===== src/rtl/convex_layer_point_depth_top_assert.svh =====
// ----------------------------------------------------------------------------
// convex layer point depth assertion macros
// concurrent checks that compile away when NO_ASSERTIONS is defined
// ----------------------------------------------------------------------------
`ifndef CONVEX_LAYER_POINT_DEPTH_TOP_ASSERT_SVH
`define CONVEX_LAYER_POINT_DEPTH_TOP_ASSERT_SVH
`ifndef NO_ASSERTIONS
`define CLPD_ASSERT_IMPL(label, clk, rst, ante, cons) \
   label: assert property (@(posedge clk) disable iff (rst) (ante) |-> (cons)) \
      else $error("clpd check failed");
`define CLPD_ASSERT_NEXT(label, clk, rst, ante, cons) \
   label: assert property (@(posedge clk) disable iff (rst) (ante) |=> (cons)) \
      else $error("clpd check failed");
`else
`define CLPD_ASSERT_IMPL(label, clk, rst, ante, cons)
`define CLPD_ASSERT_NEXT(label, clk, rst, ante, cons)
`endif
`endif


===== src/rtl/clpd_pkg.sv =====
// ----------------------------------------------------------------------------
// clpd_pkg
// shared types, constants and controller/datapath command format
// ----------------------------------------------------------------------------
package clpd_pkg;

   localparam int MAX_POINTS = 256;
   localparam int COORD_BITS = 16;
   localparam int IDX_W      = $clog2(MAX_POINTS);
   localparam int CNT_W      = IDX_W + 1;
   localparam int LAYER_MAX  = MAX_POINTS / 2;
   localparam int LAYER_W    = $clog2(LAYER_MAX);
   localparam int LC_W       = LAYER_W + 1;
   localparam int DEPTH_W    = 9;

   typedef enum logic [1:0] {
      CMD_CLEAR = 2'd0,
      CMD_LOAD  = 2'd1,
      CMD_BUILD = 2'd2,
      CMD_QUERY = 2'd3
   } cmd_type;

   typedef enum logic [1:0] {
      ST_OK        = 2'd0,
      ST_FULL      = 2'd1,
      ST_NOT_BUILT = 2'd2
   } status_type;

   typedef struct packed {
      logic signed [COORD_BITS-1:0] x;
      logic signed [COORD_BITS-1:0] y;
   } pt_type;

   typedef struct packed {
      logic [IDX_W-1:0] idx;
      pt_type           pt;
   } live_type;

   typedef enum logic [2:0] {
      SRC_IN, SRC_PT, SRC_LIVE, SRC_UP, SRC_DN, SRC_LAY, SRC_P1, SRC_P2
   } src_type;

   typedef struct packed {
      logic [CNT_W-1:0] raddr;
      logic             pt_by_idx;
      logic [CNT_W-1:0] waddr;
      logic [CNT_W-1:0] wval;
      logic             we_pt;
      logic             we_srt;
      logic             srt_new;
      logic             we_live;
      logic             we_up;
      logic             we_dn;
      logic             we_lay;
      logic             lay_dn;
      logic             we_lend;
      logic             ld_a;
      logic             ld_b;
      logic             ld_c;
      logic             ld_p1;
      logic             ld_p2;
      src_type          src_a;
      src_type          src_b;
      src_type          src_c;
      logic             alive_set;
      logic             alive_clr;
      logic             cross_go;
   } dp_cmd_type;

   typedef struct packed {
      logic             alive_srt;
      logic             alive_c;
      logic             eq_bc;
      logic             lt_cb;
      logic             x_done;
      logic             x_neg;
      logic             x_pos;
      logic             x_zero;
      logic [CNT_W-1:0] lend_q;
   } dp_sts_type;

   typedef enum logic [5:0] {
      S_IDLE, S_LD_WR, S_LD_CHK, S_LD_PTR, S_LD_CMP, S_LD_DEC, S_LD_PUT,
      S_B_INIT, S_CP_START, S_CP_RD, S_CP_PT, S_CP_WR, S_CP_END,
      S_HL_P1, S_HL_P2, S_PT_RD, S_PT_LD, S_PT_X, S_PT_W,
      S_UP_CHK, S_UP_RA, S_UP_RB, S_UP_X, S_UP_W, S_UP_PUSH,
      S_DN_CHK, S_DN_RA, S_DN_RB, S_DN_X, S_DN_W, S_DN_PUSH,
      S_EMIT, S_EU_RD, S_EU_WR, S_ED_INIT, S_ED_RD, S_ED_WR, S_LST,
      S_R1_RD, S_R1_LD, S_R1_JRD, S_R1_JLD, S_R1_CMP,
      S_R2_RD, S_R2_LD, S_R2_CHK, S_R2_JRD, S_R2_JA, S_R2_JB, S_R2_X, S_R2_W,
      S_BDONE, S_Q_L, S_Q_E, S_Q_RD, S_Q_A, S_Q_B, S_Q_X, S_Q_W, S_FIN
   } ctl_state_type;

endpackage


===== src/rtl/clpd_ctrl.sv =====
// ----------------------------------------------------------------------------
// clpd_ctrl
// sequencer for load insertion, hull peeling and depth queries
// ----------------------------------------------------------------------------
`include "convex_layer_point_depth_top_assert.svh"

module clpd_ctrl (
   input  logic                        clock,
   input  logic                        reset,
   input  logic                        req_tvalid,
   output logic                        req_tready,
   input  logic [1:0]                  req_tuser,
   output logic                        rsp_tvalid,
   input  logic                        rsp_tready,
   output logic [clpd_pkg::DEPTH_W-1:0] rsp_depth,
   output clpd_pkg::status_type        rsp_status,
   output clpd_pkg::dp_cmd_type        cmd_o,
   input  clpd_pkg::dp_sts_type        sts_i
);
   import clpd_pkg::*;

   ctl_state_type    state_ff, state_in;
   logic [CNT_W-1:0] count_ff, count_in, i_ff, i_in, j_ff, j_in, m_ff, m_in;
   logic [CNT_W-1:0] nu_ff, nu_in, nd_ff, nd_in, vt_ff, vt_in, k_ff, k_in;
   logic [CNT_W-1:0] st_ff, st_in, e_ff, e_in;
   logic [DEPTH_W-1:0] d_ff, d_in, rsp_depth_ff, rsp_depth_in;
   logic [LC_W-1:0]  lc_ff, lc_in;
   logic             built_ff, built_in, tneg_ff, tneg_in, tpos_ff, tpos_in;
   status_type       status_ff, status_in, rsp_status_ff, rsp_status_in;
   logic             rsp_valid_ff, rsp_valid_in;
   logic             last_pt;
   logic [CNT_W:0]   len_w, end_w;
   logic [CNT_W-1:0] j_next, j_wrap;

   assign req_tready = (state_ff == S_IDLE);
   assign rsp_tvalid = rsp_valid_ff;
   assign rsp_depth  = rsp_depth_ff;
   assign rsp_status = rsp_status_ff;

   assign last_pt = (i_ff == m_ff - CNT_W'(1));
   assign len_w   = {1'b0, nu_ff} + {1'b0, nd_ff} - (CNT_W+1)'(2);
   assign end_w   = {1'b0, vt_ff} + len_w;
   assign j_next  = j_ff + CNT_W'(1);

   always_ff @(posedge clock) begin
      if (reset) begin
         state_ff     <= S_IDLE;
         count_ff     <= '0;
         lc_ff        <= '0;
         vt_ff        <= '0;
         built_ff     <= 1'b0;
         rsp_valid_ff <= 1'b0;
      end else begin
         state_ff     <= state_in;
         count_ff     <= count_in;
         lc_ff        <= lc_in;
         vt_ff        <= vt_in;
         built_ff     <= built_in;
         rsp_valid_ff <= rsp_valid_in;
      end
   end

   always_ff @(posedge clock) begin
      i_ff          <= i_in;
      j_ff          <= j_in;
      m_ff          <= m_in;
      nu_ff         <= nu_in;
      nd_ff         <= nd_in;
      k_ff          <= k_in;
      st_ff         <= st_in;
      e_ff          <= e_in;
      d_ff          <= d_in;
      tneg_ff       <= tneg_in;
      tpos_ff       <= tpos_in;
      status_ff     <= status_in;
      rsp_depth_ff  <= rsp_depth_in;
      rsp_status_ff <= rsp_status_in;
   end

   always_comb begin
      state_in      = state_ff;
      count_in      = count_ff;
      i_in          = i_ff;
      j_in          = j_ff;
      m_in          = m_ff;
      nu_in         = nu_ff;
      nd_in         = nd_ff;
      vt_in         = vt_ff;
      k_in          = k_ff;
      st_in         = st_ff;
      e_in          = e_ff;
      d_in          = d_ff;
      lc_in         = lc_ff;
      built_in      = built_ff;
      tneg_in       = tneg_ff;
      tpos_in       = tpos_ff;
      status_in     = status_ff;
      rsp_valid_in  = rsp_valid_ff && !rsp_tready;
      rsp_depth_in  = rsp_depth_ff;
      rsp_status_in = rsp_status_ff;
      j_wrap        = '0;
      cmd_o         = '0;

      case (state_ff)
         S_IDLE: begin
            if (req_tvalid) begin
               cmd_o.ld_c  = 1'b1;
               cmd_o.src_c = SRC_IN;
               d_in        = '0;
               status_in   = ST_OK;
               case (cmd_type'(req_tuser))
                  CMD_CLEAR: begin
                     count_in = '0;
                     lc_in    = '0;
                     vt_in    = '0;
                     built_in = 1'b0;
                     state_in = S_FIN;
                  end
                  CMD_LOAD: begin
                     if (count_ff == CNT_W'(MAX_POINTS)) begin
                        status_in = ST_FULL;
                        state_in  = S_FIN;
                     end else begin
                        built_in = 1'b0;
                        j_in     = count_ff;
                        state_in = S_LD_WR;
                     end
                  end
                  CMD_BUILD: state_in = S_B_INIT;
                  CMD_QUERY: begin
                     if (!built_ff) begin
                        status_in = ST_NOT_BUILT;
                        state_in  = S_FIN;
                     end else begin
                        st_in    = '0;
                        i_in     = '0;
                        state_in = S_Q_L;
                     end
                  end
                  default: state_in = S_FIN;
               endcase
            end
         end

         // insertion into the x-then-y order, equal keys stay behind
         S_LD_WR: begin
            cmd_o.we_pt = 1'b1;
            cmd_o.waddr = count_ff;
            state_in    = S_LD_CHK;
         end
         S_LD_CHK: begin
            cmd_o.raddr = j_ff - CNT_W'(1);
            state_in    = (j_ff == '0) ? S_LD_PUT : S_LD_PTR;
         end
         S_LD_PTR: begin
            cmd_o.raddr     = j_ff - CNT_W'(1);
            cmd_o.pt_by_idx = 1'b1;
            state_in        = S_LD_CMP;
         end
         S_LD_CMP: begin
            cmd_o.raddr = j_ff - CNT_W'(1);
            cmd_o.ld_b  = 1'b1;
            cmd_o.src_b = SRC_PT;
            state_in    = S_LD_DEC;
         end
         S_LD_DEC: begin
            cmd_o.raddr = j_ff - CNT_W'(1);
            if (sts_i.lt_cb) begin
               cmd_o.we_srt = 1'b1;
               cmd_o.waddr  = j_ff;
               j_in         = j_ff - CNT_W'(1);
               state_in     = S_LD_CHK;
            end else begin
               state_in = S_LD_PUT;
            end
         end
         S_LD_PUT: begin
            cmd_o.we_srt  = 1'b1;
            cmd_o.srt_new = 1'b1;
            cmd_o.waddr   = j_ff;
            cmd_o.wval    = count_ff;
            count_in      = count_ff + CNT_W'(1);
            state_in      = S_FIN;
         end

         S_B_INIT: begin
            cmd_o.alive_set = 1'b1;
            lc_in           = '0;
            vt_in           = '0;
            state_in        = S_CP_START;
         end

         // gather the live points in sorted order
         S_CP_START: begin
            i_in     = '0;
            m_in     = '0;
            state_in = S_CP_RD;
         end
         S_CP_RD: begin
            cmd_o.raddr = i_ff;
            state_in    = (i_ff == count_ff) ? S_CP_END : S_CP_PT;
         end
         S_CP_PT: begin
            cmd_o.raddr     = i_ff;
            cmd_o.pt_by_idx = 1'b1;
            state_in        = S_CP_WR;
         end
         S_CP_WR: begin
            cmd_o.raddr = i_ff;
            if (sts_i.alive_srt) begin
               cmd_o.we_live = 1'b1;
               cmd_o.waddr   = m_ff;
               m_in          = m_ff + CNT_W'(1);
            end
            i_in     = i_ff + CNT_W'(1);
            state_in = S_CP_RD;
         end
         S_CP_END: begin
            cmd_o.raddr = '0;
            state_in    = (m_ff <= CNT_W'(2)) ? S_BDONE : S_HL_P1;
         end

         // monotone chains
         S_HL_P1: begin
            cmd_o.raddr = m_ff - CNT_W'(1);
            cmd_o.ld_c  = 1'b1;
            cmd_o.src_c = SRC_LIVE;
            cmd_o.ld_p1 = 1'b1;
            state_in    = S_HL_P2;
         end
         S_HL_P2: begin
            cmd_o.ld_p2 = 1'b1;
            cmd_o.we_up = 1'b1;
            cmd_o.we_dn = 1'b1;
            cmd_o.waddr = '0;
            nu_in       = CNT_W'(1);
            nd_in       = CNT_W'(1);
            i_in        = CNT_W'(1);
            state_in    = S_PT_RD;
         end
         S_PT_RD: begin
            cmd_o.raddr = i_ff;
            state_in    = (i_ff == m_ff) ? S_EMIT : S_PT_LD;
         end
         S_PT_LD: begin
            cmd_o.ld_c  = 1'b1;
            cmd_o.src_c = SRC_LIVE;
            cmd_o.ld_a  = 1'b1;
            cmd_o.src_a = SRC_P2;
            cmd_o.ld_b  = 1'b1;
            cmd_o.src_b = SRC_P1;
            state_in    = S_PT_X;
         end
         S_PT_X: begin
            cmd_o.cross_go = 1'b1;
            state_in       = S_PT_W;
         end
         S_PT_W: begin
            if (sts_i.x_done) begin
               tneg_in  = sts_i.x_neg;
               tpos_in  = sts_i.x_pos;
               state_in = S_UP_CHK;
            end
         end

         S_UP_CHK: begin
            cmd_o.raddr = nu_ff - CNT_W'(2);
            if (!(last_pt || tneg_ff)) state_in = S_DN_CHK;
            else if (nu_ff >= CNT_W'(2)) state_in = S_UP_RA;
            else state_in = S_UP_PUSH;
         end
         S_UP_RA: begin
            cmd_o.raddr = nu_ff - CNT_W'(1);
            cmd_o.ld_a  = 1'b1;
            cmd_o.src_a = SRC_UP;
            state_in    = S_UP_RB;
         end
         S_UP_RB: begin
            cmd_o.ld_b  = 1'b1;
            cmd_o.src_b = SRC_UP;
            state_in    = S_UP_X;
         end
         S_UP_X: begin
            cmd_o.cross_go = 1'b1;
            state_in       = S_UP_W;
         end
         S_UP_W: begin
            if (sts_i.x_done) begin
               if (!sts_i.x_neg) begin
                  nu_in    = nu_ff - CNT_W'(1);
                  state_in = S_UP_CHK;
               end else begin
                  state_in = S_UP_PUSH;
               end
            end
         end
         S_UP_PUSH: begin
            cmd_o.we_up = 1'b1;
            cmd_o.waddr = nu_ff;
            nu_in       = nu_ff + CNT_W'(1);
            state_in    = S_DN_CHK;
         end

         S_DN_CHK: begin
            cmd_o.raddr = nd_ff - CNT_W'(2);
            if (!(last_pt || tpos_ff)) begin
               i_in     = i_ff + CNT_W'(1);
               state_in = S_PT_RD;
            end else if (nd_ff >= CNT_W'(2)) begin
               state_in = S_DN_RA;
            end else begin
               state_in = S_DN_PUSH;
            end
         end
         S_DN_RA: begin
            cmd_o.raddr = nd_ff - CNT_W'(1);
            cmd_o.ld_a  = 1'b1;
            cmd_o.src_a = SRC_DN;
            state_in    = S_DN_RB;
         end
         S_DN_RB: begin
            cmd_o.ld_b  = 1'b1;
            cmd_o.src_b = SRC_DN;
            state_in    = S_DN_X;
         end
         S_DN_X: begin
            cmd_o.cross_go = 1'b1;
            state_in       = S_DN_W;
         end
         S_DN_W: begin
            if (sts_i.x_done) begin
               if (!sts_i.x_pos) begin
                  nd_in    = nd_ff - CNT_W'(1);
                  state_in = S_DN_CHK;
               end else begin
                  state_in = S_DN_PUSH;
               end
            end
         end
         S_DN_PUSH: begin
            cmd_o.we_dn = 1'b1;
            cmd_o.waddr = nd_ff;
            nd_in       = nd_ff + CNT_W'(1);
            i_in        = i_ff + CNT_W'(1);
            state_in    = S_PT_RD;
         end

         // copy upper chain, then lower chain reversed without its ends
         S_EMIT: begin
            st_in = vt_ff;
            k_in  = '0;
            if (end_w > (CNT_W+1)'(MAX_POINTS)) state_in = S_BDONE;
            else state_in = S_EU_RD;
         end
         S_EU_RD: begin
            cmd_o.raddr = k_ff;
            state_in    = (k_ff == nu_ff) ? S_ED_INIT : S_EU_WR;
         end
         S_EU_WR: begin
            cmd_o.we_lay = 1'b1;
            cmd_o.waddr  = vt_ff;
            vt_in        = vt_ff + CNT_W'(1);
            k_in         = k_ff + CNT_W'(1);
            state_in     = S_EU_RD;
         end
         S_ED_INIT: begin
            k_in     = nd_ff - CNT_W'(1);
            state_in = S_ED_RD;
         end
         S_ED_RD: begin
            cmd_o.raddr = k_ff - CNT_W'(1);
            state_in    = (k_ff < CNT_W'(2)) ? S_LST : S_ED_WR;
         end
         S_ED_WR: begin
            cmd_o.we_lay = 1'b1;
            cmd_o.lay_dn = 1'b1;
            cmd_o.waddr  = vt_ff;
            vt_in        = vt_ff + CNT_W'(1);
            k_in         = k_ff - CNT_W'(1);
            state_in     = S_ED_RD;
         end
         S_LST: begin
            cmd_o.we_lend = 1'b1;
            cmd_o.waddr   = CNT_W'(lc_ff);
            cmd_o.wval    = vt_ff;
            lc_in         = lc_ff + LC_W'(1);
            i_in          = '0;
            state_in      = S_R1_RD;
         end

         // drop every point sharing coordinates with a hull vertex
         S_R1_RD: begin
            cmd_o.raddr = i_ff;
            if (i_ff == m_ff) begin
               i_in     = '0;
               state_in = S_R2_RD;
            end else begin
               state_in = S_R1_LD;
            end
         end
         S_R1_LD: begin
            cmd_o.ld_c  = 1'b1;
            cmd_o.src_c = SRC_LIVE;
            j_in        = st_ff;
            state_in    = S_R1_JRD;
         end
         S_R1_JRD: begin
            cmd_o.raddr = j_ff;
            if (j_ff == vt_ff) begin
               i_in     = i_ff + CNT_W'(1);
               state_in = S_R1_RD;
            end else begin
               state_in = S_R1_JLD;
            end
         end
         S_R1_JLD: begin
            cmd_o.ld_b  = 1'b1;
            cmd_o.src_b = SRC_LAY;
            state_in    = S_R1_CMP;
         end
         S_R1_CMP: begin
            if (sts_i.eq_bc) begin
               cmd_o.alive_clr = 1'b1;
               i_in            = i_ff + CNT_W'(1);
               state_in        = S_R1_RD;
            end else begin
               j_in     = j_next;
               state_in = S_R1_JRD;
            end
         end

         // drop survivors on the line of any hull edge
         S_R2_RD: begin
            cmd_o.raddr = i_ff;
            state_in    = (i_ff == m_ff) ? S_CP_START : S_R2_LD;
         end
         S_R2_LD: begin
            cmd_o.ld_c  = 1'b1;
            cmd_o.src_c = SRC_LIVE;
            j_in        = st_ff;
            state_in    = S_R2_CHK;
         end
         S_R2_CHK: begin
            if (!sts_i.alive_c) begin
               i_in     = i_ff + CNT_W'(1);
               state_in = S_R2_RD;
            end else begin
               state_in = S_R2_JRD;
            end
         end
         S_R2_JRD: begin
            cmd_o.raddr = j_ff;
            if (j_ff == vt_ff) begin
               i_in     = i_ff + CNT_W'(1);
               state_in = S_R2_RD;
            end else begin
               state_in = S_R2_JA;
            end
         end
         S_R2_JA: begin
            j_wrap      = (j_next == vt_ff) ? st_ff : j_next;
            cmd_o.raddr = j_wrap;
            cmd_o.ld_a  = 1'b1;
            cmd_o.src_a = SRC_LAY;
            state_in    = S_R2_JB;
         end
         S_R2_JB: begin
            cmd_o.ld_b  = 1'b1;
            cmd_o.src_b = SRC_LAY;
            state_in    = S_R2_X;
         end
         S_R2_X: begin
            cmd_o.cross_go = 1'b1;
            state_in       = S_R2_W;
         end
         S_R2_W: begin
            if (sts_i.x_done) begin
               if (sts_i.x_zero) begin
                  cmd_o.alive_clr = 1'b1;
                  i_in            = i_ff + CNT_W'(1);
                  state_in        = S_R2_RD;
               end else begin
                  j_in     = j_next;
                  state_in = S_R2_JRD;
               end
            end
         end

         S_BDONE: begin
            built_in = 1'b1;
            state_in = S_FIN;
         end

         // walk layers from the outside, stop at the first that misses
         S_Q_L: begin
            cmd_o.raddr = i_ff;
            state_in    = (i_ff == CNT_W'(lc_ff)) ? S_FIN : S_Q_E;
         end
         S_Q_E: begin
            e_in     = sts_i.lend_q;
            j_in     = st_ff;
            state_in = S_Q_RD;
         end
         S_Q_RD: begin
            cmd_o.raddr = j_ff;
            if (j_ff == e_ff) begin
               d_in     = d_ff + DEPTH_W'(1);
               st_in    = e_ff;
               i_in     = i_ff + CNT_W'(1);
               state_in = S_Q_L;
            end else begin
               state_in = S_Q_A;
            end
         end
         S_Q_A: begin
            j_wrap      = (j_next == e_ff) ? st_ff : j_next;
            cmd_o.raddr = j_wrap;
            cmd_o.ld_a  = 1'b1;
            cmd_o.src_a = SRC_LAY;
            state_in    = S_Q_B;
         end
         S_Q_B: begin
            cmd_o.ld_b  = 1'b1;
            cmd_o.src_b = SRC_LAY;
            state_in    = S_Q_X;
         end
         S_Q_X: begin
            cmd_o.cross_go = 1'b1;
            state_in       = S_Q_W;
         end
         S_Q_W: begin
            if (sts_i.x_done) begin
               if (!sts_i.x_neg) begin
                  state_in = S_FIN;
               end else begin
                  j_in     = j_next;
                  state_in = S_Q_RD;
               end
            end
         end

         S_FIN: begin
            if (!rsp_valid_ff || rsp_tready) begin
               rsp_valid_in  = 1'b1;
               rsp_depth_in  = d_ff;
               rsp_status_in = status_ff;
               state_in      = S_IDLE;
            end
         end

         default: state_in = S_IDLE;
      endcase
   end

   `CLPD_ASSERT_IMPL(a_err_no_depth, clock, reset, rsp_valid_ff && rsp_status_ff != ST_OK, rsp_depth_ff == '0)
   `CLPD_ASSERT_NEXT(a_accept_busy, clock, reset, req_tvalid && req_tready, state_ff != S_IDLE)
   `CLPD_ASSERT_IMPL(a_count_range, clock, reset, 1'b1, count_ff <= CNT_W'(MAX_POINTS))
   `CLPD_ASSERT_IMPL(a_vert_range, clock, reset, 1'b1, vt_ff <= CNT_W'(MAX_POINTS))

endmodule


===== config.mk =====
export PLATFORM = sky130hd
export DESIGN_NAME = clpd_ctrl
export DESIGN_NICKNAME = d
export VERILOG_FILES = /design/src/rtl/clpd_pkg.sv /design/src/rtl/clpd_ctrl.sv
export VERILOG_INCLUDE_DIRS = /design/src /design/src/rtl
export SDC_FILE = /design/constraint.sdc
export NUM_CORES = 1
export LEC_CHECK = 0
export BUFFER_PORTS_ARGS = -buffer_cell sky130_fd_sc_hd__buf_2
export CORE_MARGIN = 5
export CORE_UTILIZATION = 45
export DETAILED_ROUTE_END_ITERATION = 7
export PLACE_DENSITY_LB_ADDON = 0.05
export REMOVE_ABC_BUFFERS = 1
export SETUP_SLACK_MARGIN = 0.02
export SLEW_MARGIN = 10
export SYNTH_ARGS = -nofsm -noshare
export SYNTH_HDL_FRONTEND = slang
export SYNTH_SLANG_ARGS = --single-unit

===== constraint.sdc =====
create_clock -name clock -period 3.5 [get_ports clock]
set_input_delay 0.35 -clock clock [delete_from_list [all_inputs] [get_ports clock]]
set_output_delay 0.35 -clock clock [all_outputs]
set_load 0.005 [all_outputs]

# ---- After elaboration in Yosys (flattened, before gate mapping)
# Cells that the tools add are included.
dict set report word_totals {
  regBits 130
  output_inout_bits 67
}
dict set report classes {
  n_reduce_logical 56
  muxes 121
  addsub 20
  n_lt_le_gt_ge 5
  n_eq_ne 100
}
# operator n
set ops {}
lappend ops {{$pmux W6 S56} 1}
lappend ops {{$mux W9} 34}
lappend ops {{$eq A6 B6 Y1 const B} 28}
lappend ops {{$pmux W9 S12} 1}
lappend ops {{$pmux W9 S3} 4}
lappend ops {{$pmux W9 S11} 1}
lappend ops {{$eq A6 B5 Y1 const B} 16}
lappend ops {{$add A9 B1 Y9 const B} 9}
lappend ops {{$eq A9 B9 Y1} 8}
lappend ops {{$pmux W9 S2} 4}
lappend ops {{$pmux W9 S8} 1}
lappend ops {{$mux W6} 10}
lappend ops {{$pmux W9 S6} 1}
lappend ops {{$eq A6 B4 Y1 const B} 8}
lappend ops {{$sub A9 B1 Y9 const B} 5}
lappend ops {{$ne A2 B2 Y1 const B} 21}
lappend ops {{$mux W4} 10}
lappend ops {{$pmux W9 S4} 1}
lappend ops {{$mux W1} 27}
lappend ops {{$eq A6 B3 Y1 const B} 4}
lappend ops {{$mux W3} 8}
lappend ops {{$pmux W6 S4} 1}
lappend ops {{$pmux W8 S3} 1}
lappend ops {{$reduce_or A2 Y1} 11}
lappend ops {{47 further kinds} 87}

# ---- Logic depth before layout (Yosys ltp)
dict set report logic_depth {
  depth_word 6
  ltp_mapped 15
}

# ---- Worst setup path before layout
# Ideal clock, no wire load.
dict set report synth_path {
  path_kind {reg-to-reg}
  from {register state_ff[5]}
  to {register i_ff[0], enable pin}
  synth_period_minus_slack_ps 3486
  slack_ps 14
  path_stages_with_launch 10
  t_arrival_ps 3083
  path_buffers 5
  cell_sequence {dfxtp_1 clkbuf_1 clkbuf_1 clkbuf_1 buf_1 buf_1 a21oi_1 o21ai_0 nand4_1 nor4b_1}
}
dict set report synth_via {
  elab_chain_len 4
}
# element line
set synth_rtl {}
lappend synth_rtl {{start, declared} clpd_ctrl.sv:22} ;# ctl_state_type state_ff, state_in;
lappend synth_rtl {{start signal, assigned} clpd_ctrl.sv:54} ;# state_ff <= state_in;
lappend synth_rtl {{$eq A6 B6 Y1, or another cell as far along} clpd_ctrl.sv:104} ;# case (state_ff)
lappend synth_rtl {{$reduce_or A2 Y1 (no line)} -}
lappend synth_rtl {{$reduce_bool A11 Y1 (no line) or $ne A2 B1 Y1 (tied branches)} -}
lappend synth_rtl {{$reduce_and A12 Y1 (no line) (*)} -}
lappend synth_rtl {{end signal, assigned} clpd_ctrl.sv:64} ;# i_ff <= i_in;
lappend synth_rtl {{end, declared} clpd_ctrl.sv:23} ;# logic [CNT_W-1:0] count_ff, count_in, i_ff, i_in, j_ff, j_in, m_ff, m_in;
# Mark *: on every way between the ends. The rest lies on a longest branch, timed or not.
# A chain may end at the register's enable or synchronous reset.

==> qor.yml <==
run_status:
  status: "completed"
worst_hold_path:
  hp-class: "in -> reg"
  min_path_cells: 1
layout:
  drive_gt1_share_pct: 21.3
  multiInputGateArea_mm2: 0.00811
  utilization_pct: 53.9
  area.growth.synth_to_final_pct: 18.0
  fin_area_mm2: 0.0145
  register_area_mm2: 0.00357
  nets: 1691
  layout.cells.non_filler: 1972
  antenna_cells: 0
  fill_cells: 2568
logic_synthesis:
  synth-main-ff-cell: "edfxtp_1"
  syn_inst: 1500
  synth_edf_count: 96
  async_flop_share_pct: 0
  synth_seq_cells: 130
  avgSynthCellArea_um2: 8.20
  yosys.cell_types.count: 85
  syn_area_mm2: 0.0123
  ys_seq_area_share_pct: 29.0
  synth_warnings: 0
detailed_routing:
  wl_per_cell_um: 26.6
  routed_wl_um: 52500
  via_count: 13200
  firstDrtPassIters: 7
  dr.first_iter.drc_count: 2016
  drc_errors: 0
  antenna_left: 0
  via_per_inst: 6.69
global_route:
  grt_usage_pct: 33.0
  grt_overflow_total: 0
  grt_pass1_wl_um: 77900
  grt_antenna_before_repair: 0
  first_global_vias: 12400
  grt_max_degree: 50
floorplan:
  core_area_mm2: 0.0270
  die_x_um: 175
  initial_core_util_pct: 45.7
  die_y_um: 175
  num_rows: 60
  die_area_mm2: 0.0308
  io_pins: 90
setup_path:
  cp_slowest_stage_delay_ns: 0.51
  ff2ff_path_depth: 8
  critPathLaunchType: "flop"
  cp_num_cells: 9
  worst-path-buf-inv: 2
  path_class: "reg -> out"
  cpMaxStageDelayCell: "dfxtp_2"
  arrival_ns: 3.14
  crit_path_max_fanout: 12
  worstSetupEndpointType: "primary output"
  crit_required_ns: 3.15
  cp_top_family: "simple AND/OR/NAND/NOR gates"
  crit_chain: "and4b_1, nand2_2, o22ai_1, or3_1, a2111oi_2, buf_4, nand3_1, a211o_1, buf_2"
pwr:
  ir_drop_mv: 0.324
  power_density_mw_per_mm2: 629
  total_power_mw: 9.13
  leakagePower_nw: 5.66
clock_network:
  htree_levels: 4
  cts_tree: "yes"
  clkTransAtPathRegs_ns: 0.08
  clockBufferDepth: 2
  clock-root-buffer: "clkbuf_16"
  numCtsBuffers: 17
  cts.sinks: 130
  worstSkewPairLatency_ns: 0.44
timing:
  finClkSkew_ns: 0.0179
  hold_viol_final: 0
  layout_setup_ws_ns: 0.0144
  fmax_mhz: 287
  tns_ns: 0
  slew_headroom_pct: 37.9
  period_needed_ns: 3.49
  setup_viol: 0
  worst_slew_pin_slew_ns: 0.931
  slew_viol_final: 0
  fin_crit_sh_pct: 99.6
  fin_hold_ws_ns: 0.0751
place:
  routabilityCongestion: 1.07
  place_area_mm2: 0.0136
  place_inst: 1929
  hpwl_um: 39900
  pre_cts_slack_ns: 0.0661
  portBuffers: 87
flow_run:
  drv_cap: 0
## synth_stat cells, types with 7 or more instances
cell / count / share of area, %
o221ai_1: 13 / 0.93
fa_1: 10 / 1.6
inv_1: 69 / 2.1
and2_1: 16 / 0.81
nand2b_1: 23 / 1.2
a211oi_1: 12 / 0.73
edfxtp_1: 96 / 23
o2111ai_1: 7 / 0.50
or3_1: 21 / 1.1
a22oi_1: 39 / 2.4
o32ai_1: 9 / 0.64
a31oi_1: 13 / 0.66
nor3_1: 45 / 1.8
buf_1: 11 / 0.34
clkbuf_1: 105 / 3.2
or2_2: 8 / 0.41
nand4_1: 35 / 1.8
xnor2_1: 82 / 5.8
dfxtp_1: 34 / 5.5
ha_1: 40 / 4.1
nor4_1: 22 / 1.1
a21oi_1: 69 / 2.8
a32oi_1: 9 / 0.64
nand2_1: 111 / 3.4
o211ai_1: 8 / 0.49
a221oi_1: 12 / 0.85
xnor3_1: 8 / 1.5
buf_6: 7 / 0.64
o22ai_1: 42 / 2.1
a221o_1: 15 / 1.2
nor2b_1: 21 / 1.1
and3_1: 20 / 1.0
nand3_1: 66 / 2.7
a22o_1: 18 / 1.3
o21ai_0: 48 / 2.0
nor2_1: 143 / 4.4
xor2_1: 70 / 5.0
## kinds of logic (layout without fill, tap and decap cells)
kind of cell | count (synthesis) | after routing | share of synthesized area (%)
multiplexers | 8 | 8 | 0.671
AO/OA/AOI/OAI | 377 | 377 | 21.8
AND/OR/NAND/NOR | 563 | 563 | 23.1
other | 1 | 2 | 0.0305
XOR/XNOR | 160 | 160 | 12.3
buffers and inverters | 211 | 341 | 7.48
adder cells (fa/ha/maj) | 50 | 50 | 5.69
flip-flops | 130 | 130 | 29.0
## repair_timing
item	CTS	global route
pin swaps	5	12
hold endpoints to repair	0	0
hold buffers	0	0
setup buffers	9	2
endpoints found under the setup margin	14	30
resized for setup	40	37
## routing by layer
| layer | GRT usage (%) | share of wire, % | vias up |
|---|---|---|---|
| li1 | - | - | 5774 |
| met1 | 46.2 | 41 | 6261 |
| met2 | 48.6 | 42 | 957 |
| met3 | 7.38 | 12 | 192 |
| met4 | 14.9 | 4.9 | 0 |
| met5 | 0 | 0 | - |
## power by group
group | internal (mW) | total, mW | leakage, nW | switching [mW]
sequential | 2.00 | 2.38 | 1.16 | 0.380
combinational | 1.82 | 4.93 | 4.22 | 3.11
clock | 0.945 | 1.82 | 0.276 | 0.873
## cells in the final DEF (no fill, tap or decap), drive strengths merged, types with 13 or more instances in the layout
master	n
a22o	18
clkbuf	17
ha	40
xor2	70
o221ai	13
nor3	46
inv	78
nor2	143
o21ai	48
o22ai	42
dfxtp	34
or3	21
a221o	15
nand2	111
xnor2	82
nand3	66
edfxtp	96
nor2b	21
a21oi	69
a22oi	39
nand4	35
nor4	23
nand2b	23
buf	234
a31oi	13
and2	16
and3	21
## area by class of cell
class	instances	area share, %
clock buffers	17	2.93
clock inverters	15	0.965
inverters	75	1.98
multi-input cells	1160	55.9
flip-flops and latches	130	24.6
well taps	341	2.94
repair buffers	234	10.8
## registers in the layout, summed over array words and instances, names as in the netlist, 9 cells and up
signal / count
count_ff: 9
d_ff: 9
e_ff: 9
i_ff: 9
j_ff: 9
k_ff: 9
m_ff: 9
nd_ff: 9
nu_ff: 9
rsp_depth: 9
st_ff: 9
vt_ff: 9
## path summary, 6_finish.rpt
kind                   end  slack, ns    startpoint
max reg2reg        i_ff[2]       0.24       m_ff[3]
max              cmd_o[47]       0.01   state_ff[2]
min                e_ff[6]       0.08      sts_i[6]
min reg2reg  rsp_status[1]       0.44  status_ff[1]
No activity file was read; power rests on OpenSTA's default activity.
